`config.mk`:
```
export PLATFORM = sky130hd
export DESIGN_NAME = q2e_cordic
export DESIGN_NICKNAME = d
export VERILOG_FILES = /design/src/rtl/q2e_pkg.sv /design/src/rtl/q2e_cordic.sv
export SDC_FILE = /design/constraint.sdc
export NUM_CORES = 2
export LEC_CHECK = 0
export BUFFER_PORTS_ARGS = -buffer_cell sky130_fd_sc_hd__buf_2
export CELL_PAD_IN_SITES_DETAIL_PLACEMENT = 2
export CELL_PAD_IN_SITES_GLOBAL_PLACEMENT = 2
export CORE_ASPECT_RATIO = 1.2
export CORE_MARGIN = 4
export CORE_UTILIZATION = 45
export CTS_BUF_LIST = sky130_fd_sc_hd__clkbuf_8
export DETAILED_ROUTE_END_ITERATION = 8
export PLACE_DENSITY_LB_ADDON = 0.1
export SYNTH_ARGS = -nofsm -noshare
export SYNTH_HDL_FRONTEND = slang
export SYNTH_SLANG_ARGS = --single-unit
```
`constraint.sdc`:
```
create_clock -name clk_i -period 8.5 [get_ports clk_i]
set_clock_uncertainty 0.15 [all_clocks]
set_input_delay 1.275 -clock clk_i [delete_from_list [all_inputs] [get_ports clk_i]]
set_output_delay 1.275 -clock clk_i [all_outputs]
set_load 0.1 [all_outputs]
```
`src/rtl/q2e_pkg.sv`:
```
`timescale 1ns / 1ps
// ----------------------------------------------------------------------------
// q2e_pkg
// Shared constants and the arctangent table for the quaternion to Euler
// angle converter.
// ----------------------------------------------------------------------------
package q2e_pkg;

  // Width of the CORDIC angle accumulator (radians times 2^24).
  localparam int ZW = 28;

  localparam logic signed [ZW-1:0] HALF_PI_Z = 28'sd26353589;
  localparam int PI_OUT      = 25736;
  localparam int HALF_PI_OUT = 12868;
  localparam int TABLE_LEN   = 24;

  // Rounded atan(2^-i) in radians times 2^24.
  function automatic logic signed [ZW-1:0] atan_tab(input int i);
    logic signed [ZW-1:0] r;
    case (i)
      0:       r = 28'sd13176795;
      1:       r = 28'sd7778716;
      2:       r = 28'sd4110060;
      3:       r = 28'sd2086331;
      4:       r = 28'sd1047214;
      5:       r = 28'sd524117;
      6:       r = 28'sd262123;
      7:       r = 28'sd131069;
      8:       r = 28'sd65536;
      9:       r = 28'sd32768;
      10:      r = 28'sd16384;
      11:      r = 28'sd8192;
      12:      r = 28'sd4096;
      13:      r = 28'sd2048;
      14:      r = 28'sd1024;
      15:      r = 28'sd512;
      16:      r = 28'sd256;
      17:      r = 28'sd128;
      18:      r = 28'sd64;
      19:      r = 28'sd32;
      20:      r = 28'sd16;
      21:      r = 28'sd8;
      22:      r = 28'sd4;
      23:      r = 28'sd2;
      default: r = '0;
    endcase
    return r;
  endfunction

endpackage

```
`src/rtl/q2e_cordic.sv`:
```
`timescale 1ns / 1ps
// ----------------------------------------------------------------------------
// q2e_cordic
// Pipelined vectoring CORDIC: atan2(y, x) with quadrant pre-rotation,
// one iteration per stage, rounding and saturation to +-LIM.
// ----------------------------------------------------------------------------
module q2e_cordic #(
  parameter int IW    = 20,
  parameter int STEPS = 16,
  parameter int OW    = 16,
  parameter int LIM   = 25736
) (
  input  logic                 clk_i,
  input  logic                 rst_ni,
  input  logic                 valid_i,
  input  logic signed [IW-1:0] x_i,
  input  logic signed [IW-1:0] y_i,
  output logic                 valid_o,
  output logic signed [OW-1:0] angle_o
);

  localparam int CW = IW + 3;
  localparam int ZW = q2e_pkg::ZW;
  localparam logic signed [ZW-1:0] LIM_Z = ZW'(LIM);
  localparam logic signed [ZW-1:0] RND_Z = ZW'(1024);

  logic signed [CW-1:0] x_q [0:STEPS];
  logic signed [CW-1:0] y_q [0:STEPS];
  logic signed [ZW-1:0] z_q [0:STEPS];
  logic                 zero_q [0:STEPS];
  logic                 vld_q [0:STEPS];

  logic signed [CW-1:0] xe, ye;
  logic signed [CW-1:0] x0_d, y0_d;
  logic signed [ZW-1:0] z0_d;

  assign xe = CW'(x_i);
  assign ye = CW'(y_i);

  // Rotate vectors in the left half plane by a quarter turn.
  always_comb begin
    x0_d = xe;
    y0_d = ye;
    z0_d = '0;
    if (xe < 0) begin
      if (ye >= 0) begin
        x0_d = ye;
        y0_d = -xe;
        z0_d = q2e_pkg::HALF_PI_Z;
      end else begin
        x0_d = -ye;
        y0_d = xe;
        z0_d = -q2e_pkg::HALF_PI_Z;
      end
    end
  end

  always_ff @(posedge clk_i or negedge rst_ni) begin
    if (!rst_ni) begin
      vld_q[0] <= 1'b0;
    end else begin
      vld_q[0] <= valid_i;
    end
  end

  always_ff @(posedge clk_i) begin
    x_q[0]    <= x0_d;
    y_q[0]    <= y0_d;
    z_q[0]    <= z0_d;
    zero_q[0] <= (x_i == '0) && (y_i == '0);
  end

  // One micro-rotation per stage.
  for (genvar i = 0; i < STEPS; i++) begin : g_iter
    logic signed [CW-1:0] xs, ys;
    assign xs = x_q[i] >>> i;
    assign ys = y_q[i] >>> i;

    always_ff @(posedge clk_i or negedge rst_ni) begin
      if (!rst_ni) begin
        vld_q[i+1] <= 1'b0;
      end else begin
        vld_q[i+1] <= vld_q[i];
      end
    end

    always_ff @(posedge clk_i) begin
      zero_q[i+1] <= zero_q[i];
      if (y_q[i] >= 0) begin
        x_q[i+1] <= x_q[i] + ys;
        y_q[i+1] <= y_q[i] - xs;
        z_q[i+1] <= z_q[i] + q2e_pkg::atan_tab(i);
      end else begin
        x_q[i+1] <= x_q[i] - ys;
        y_q[i+1] <= y_q[i] + xs;
        z_q[i+1] <= z_q[i] - q2e_pkg::atan_tab(i);
      end
    end
  end

  // Round to radians times 2^13 and saturate.
  logic signed [ZW-1:0] rnd, sat;
  logic signed [OW-1:0] angle_q;
  logic                 valid_q;

  assign rnd = (z_q[STEPS] + RND_Z) >>> 11;

  always_comb begin
    sat = rnd;
    if (rnd > LIM_Z) begin
      sat = LIM_Z;
    end else if (rnd < -LIM_Z) begin
      sat = -LIM_Z;
    end
  end

  always_ff @(posedge clk_i or negedge rst_ni) begin
    if (!rst_ni) begin
      valid_q <= 1'b0;
    end else begin
      valid_q <= vld_q[STEPS];
    end
  end

  always_ff @(posedge clk_i) begin
    angle_q <= zero_q[STEPS] ? '0 : OW'(sat);
  end

  assign valid_o = valid_q;
  assign angle_o = angle_q;

endmodule

```
==> results.tsv <==
stage	metric	value	unit
min_path	worstHoldPathType	primary input to async pin	
detailed_routing	dr_total_vias	64743	
critical_path	crit_start	y_q[5][22]$_DFF_P_	
critical_path	r2r-end	y_q[6][22]$_DFF_P_	
timing	fin_crit_sh	57.79	%
clocking	clk_latency	0.97	ns
logic_synthesis	yosys.area.top_type_share	29.28	%
placed_design	place_hpwl	195300	um
logic_synthesis	yosys.area.top_type	dfxtp_1	
logic_synthesis	synth_area_leaders	dfxtp_1, ha_1, xnor2_1, a21oi_1, xor2_1	
finish	finalInstanceArea	0.08115	sq mm
flow_run	max-cap-violations	0	
finish	drive_above_1_share	5.656	%
clocking	cts_made_buffers	190	
die	core_region_area	0.1626	sq mm
critical_path	cpPeakStageDelay	0.62	ns
timing	final.min_clock_period	4.912	ns
placed_design	globalplace.congestion	0.8645	
global_routing	grt_use_total	29.85	%
placed_design	placed_area	0.07670	sq mm
finish	final_cells	11081	
critical_path	cp.depth	15	
finish	nets	9852	
critical_path	cp-start-kind	register	
global_routing	grt_overflow_total	0	
logic_synthesis	ys_top_cells_by_count	dfxtp_1, ha_1, xnor2_1, nor2_1, a21oi_1	
logic_synthesis	ys.flop_type	dfxtp_1	
global_routing	antenna_found_initial	5	
critical_path	crit_fanout	47	
detailed_routing	ant_nets	0	
detailed_routing	drc	0	
critical_path	rr_worst_depth	15	
clocking	clk_pin_slew_worst_paths	0.07	ns
placed_design	pre_cts_ws	3.557	ns
critical_path	path_delay_family	compound AO/OA/AOI/OAI gates	
clocking	ctsHoldBuffers	0	
logic_synthesis	synth-seq-cells	1096	
timing	hold_viol	0	
placed_design	portBuffers	59	
detailed_routing	wire_per_inst	23.46	um
outcome	status	complete, no violations	
die	die_area	0.1703	sq mm
logic_synthesis	yosys_warnings	0	
critical_path	required	9.21	ns
timing	relSlewSlack	29.84	%
clocking	cts_root_buf	clkbuf_8	
finish	area_delta_synth_final	10.10	%
detailed_routing	dr.pass1.iters	7	
detailed_routing	vias_per_cell	5.843	
logic_synthesis	synthCells	8547	
critical_path	cpMaxStageDelayCell	inv_1	
critical_path	critPathKind	register to register	
timing	slew_viol_final	0	
timing	setup_violations	0	
timing	rsz0062_at_grt	false	
logic_synthesis	ys_types	98	
die	ios	60	
critical_path	cp.buffers_inverters	2	
critical_path	cp_common_cell	o21ai_0	
critical_path	r2r-start	y_q[5][22]$_DFF_P_	
die	rows	162	
timing	fmax	203.6	MHz
timing	worst_slew_pin_slew	1.046	ns
clocking	clk_path_buf_depth	3	
critical_path	cp.arrival	5.62	ns
detailed_routing	drtIter0Drc	2664	
die	initial_core_util	45.34	%
clocking	cts_setup_buffers	0	
critical_path	worstSetupEndpoint	y_q[6][22]$_DFF_P_	
critical_path	endpoint_kind	register	
critical_path	regToRegSetupSlack	3.59	ns
critical_path	path_cells	buf_4 > inv_1 > nor2_1 > xnor2_1 > ha_1 > a21o_1 > a21oi_1 > o21ai_0 > a21oi_1 > o21ai_1 > o21ai_0 > o21ai_0 > o41ai_1 > nor2_1 > a211o_1	
die	die_w	377.4	um
clocking	post_cts_resize_count	0	
timing	timing.final.ws_setup	3.588	ns
logic_synthesis	synth_most_common_cell	dfxtp_1	
clocking	numClockSinks	1096	
logic_synthesis	synth.avg_cell_area	8.623	sq um
global_routing	grt_max_degree	81	
clocking	cts_tree	built	
logic_synthesis	async_flop_share	1.642	%
global_routing	grt_first_pass_wirelength	412500	um
detailed_routing	wirelength	259900	um
logic_synthesis	synth_area	0.07370	sq mm
timing	final.setup.tns	0	ns
die	chipHeight	451.3	um
logic_synthesis	synth-edff-count	0	
logic_synthesis	yosysSeqAreaShare	29.89	%
clocking	cts_max_level	4	
placed_design	placed_cells	10725	
global_routing	grt_pass1_vias	73374	
cells by family after synthesis:
kind of cell / Yosys count / synth area share (%)
multiplexers: 26 / 0.3548
other: 1 / 0.005088
adder cells (fa/ha/maj): 1024 / 17.82
XOR/XNOR: 1164 / 13.83
AO/OA/AOI/OAI: 2269 / 19.59
AND/OR/NAND/NOR: 2398 / 15.58
flip-flops: 1096 / 29.89
buffers and inverters: 569 / 2.918
worst min path at each step:
stage	slack [ns]	startpoint	endpoint
floorplan	0.16	z_q[9][10]$_DFF_P_	z_q[10][10]$_DFF_P_
global placement	0.16	zero_q[1][7]$_DFF_P_	zero_q[2][0]$_DFF_P_
detailed placement	0.16	z_q[9][14]$_DFF_P_	z_q[10][14]$_DFF_P_
CTS	0.04	rst_ni	vld_q[13]$_DFF_PN0_
global route	0.10	rst_ni	vld_q[16]$_DFF_PN0_
finish	0.14	rst_ni	vld_q[5]$_DFF_PN0_
layout make-up:
cell class,instances,area [sq um]
fill,17874,81420
multi-input combinational,6962,49820
sequential,1096,22040
clock buffer,245,3372
tap,2132,2668
inverter,451,1693
clock inverter,108,1067
timing repair buffer,84,483.0
antenna,3,7.507
metal layers:
metal	vias to the layer above	global-route usage, %	share of wire [%]
met3	497	3.722	2.5
met4	4	10.44	3.4
met1	32569	32.60	40
met2	910	58.46	54
met5	-	0	0.0085
li1	30763	-	-
sequential cells by signal, indices dropped and copies added, names as in the netlist:
name	count
angle_o	16
valid_o	1
vld_q	17
x_q	331
y_q	345
z_q	369
zero_q	17
cells in the final DEF, fill, tap and decap left out, types with 97 or more instances in the layout:
| cell type | instances |
|---|---|
| a21oi_1 | 754 |
| nor3_1 | 229 |
| dfxtp_1 | 1074 |
| nor2b_1 | 121 |
| nand3_1 | 161 |
| a21o_1 | 255 |
| clkbuf_8 | 245 |
| xor2_1 | 372 |
| o21ai_0 | 466 |
| inv_1 | 487 |
| xnor2_1 | 792 |
| o21a_1 | 97 |
| o21bai_1 | 97 |
| o31ai_1 | 125 |
| nand2_1 | 538 |
| ha_1 | 981 |
| nor2_1 | 772 |
| nand2b_1 | 120 |
stage by stage:
| step | utilization, % | hold WS [ns] |
|---|---|---|
| 2_1_floorplan | - | 0.1596 |
| 3_3_place_gp | 47.18 | 0.1595 |
| 3_5_place_dp | 47.18 | 0.1635 |
| 4_1_cts | 49.91 | 0.04230 |
| 5_1_grt | 49.92 | 0.1006 |
| 6_report | 49.92 | 0.1446 |
Power is left out: the tool's default activity adds up to more than one toggle a clock period on the data nets, which glitch-free logic cannot reach.
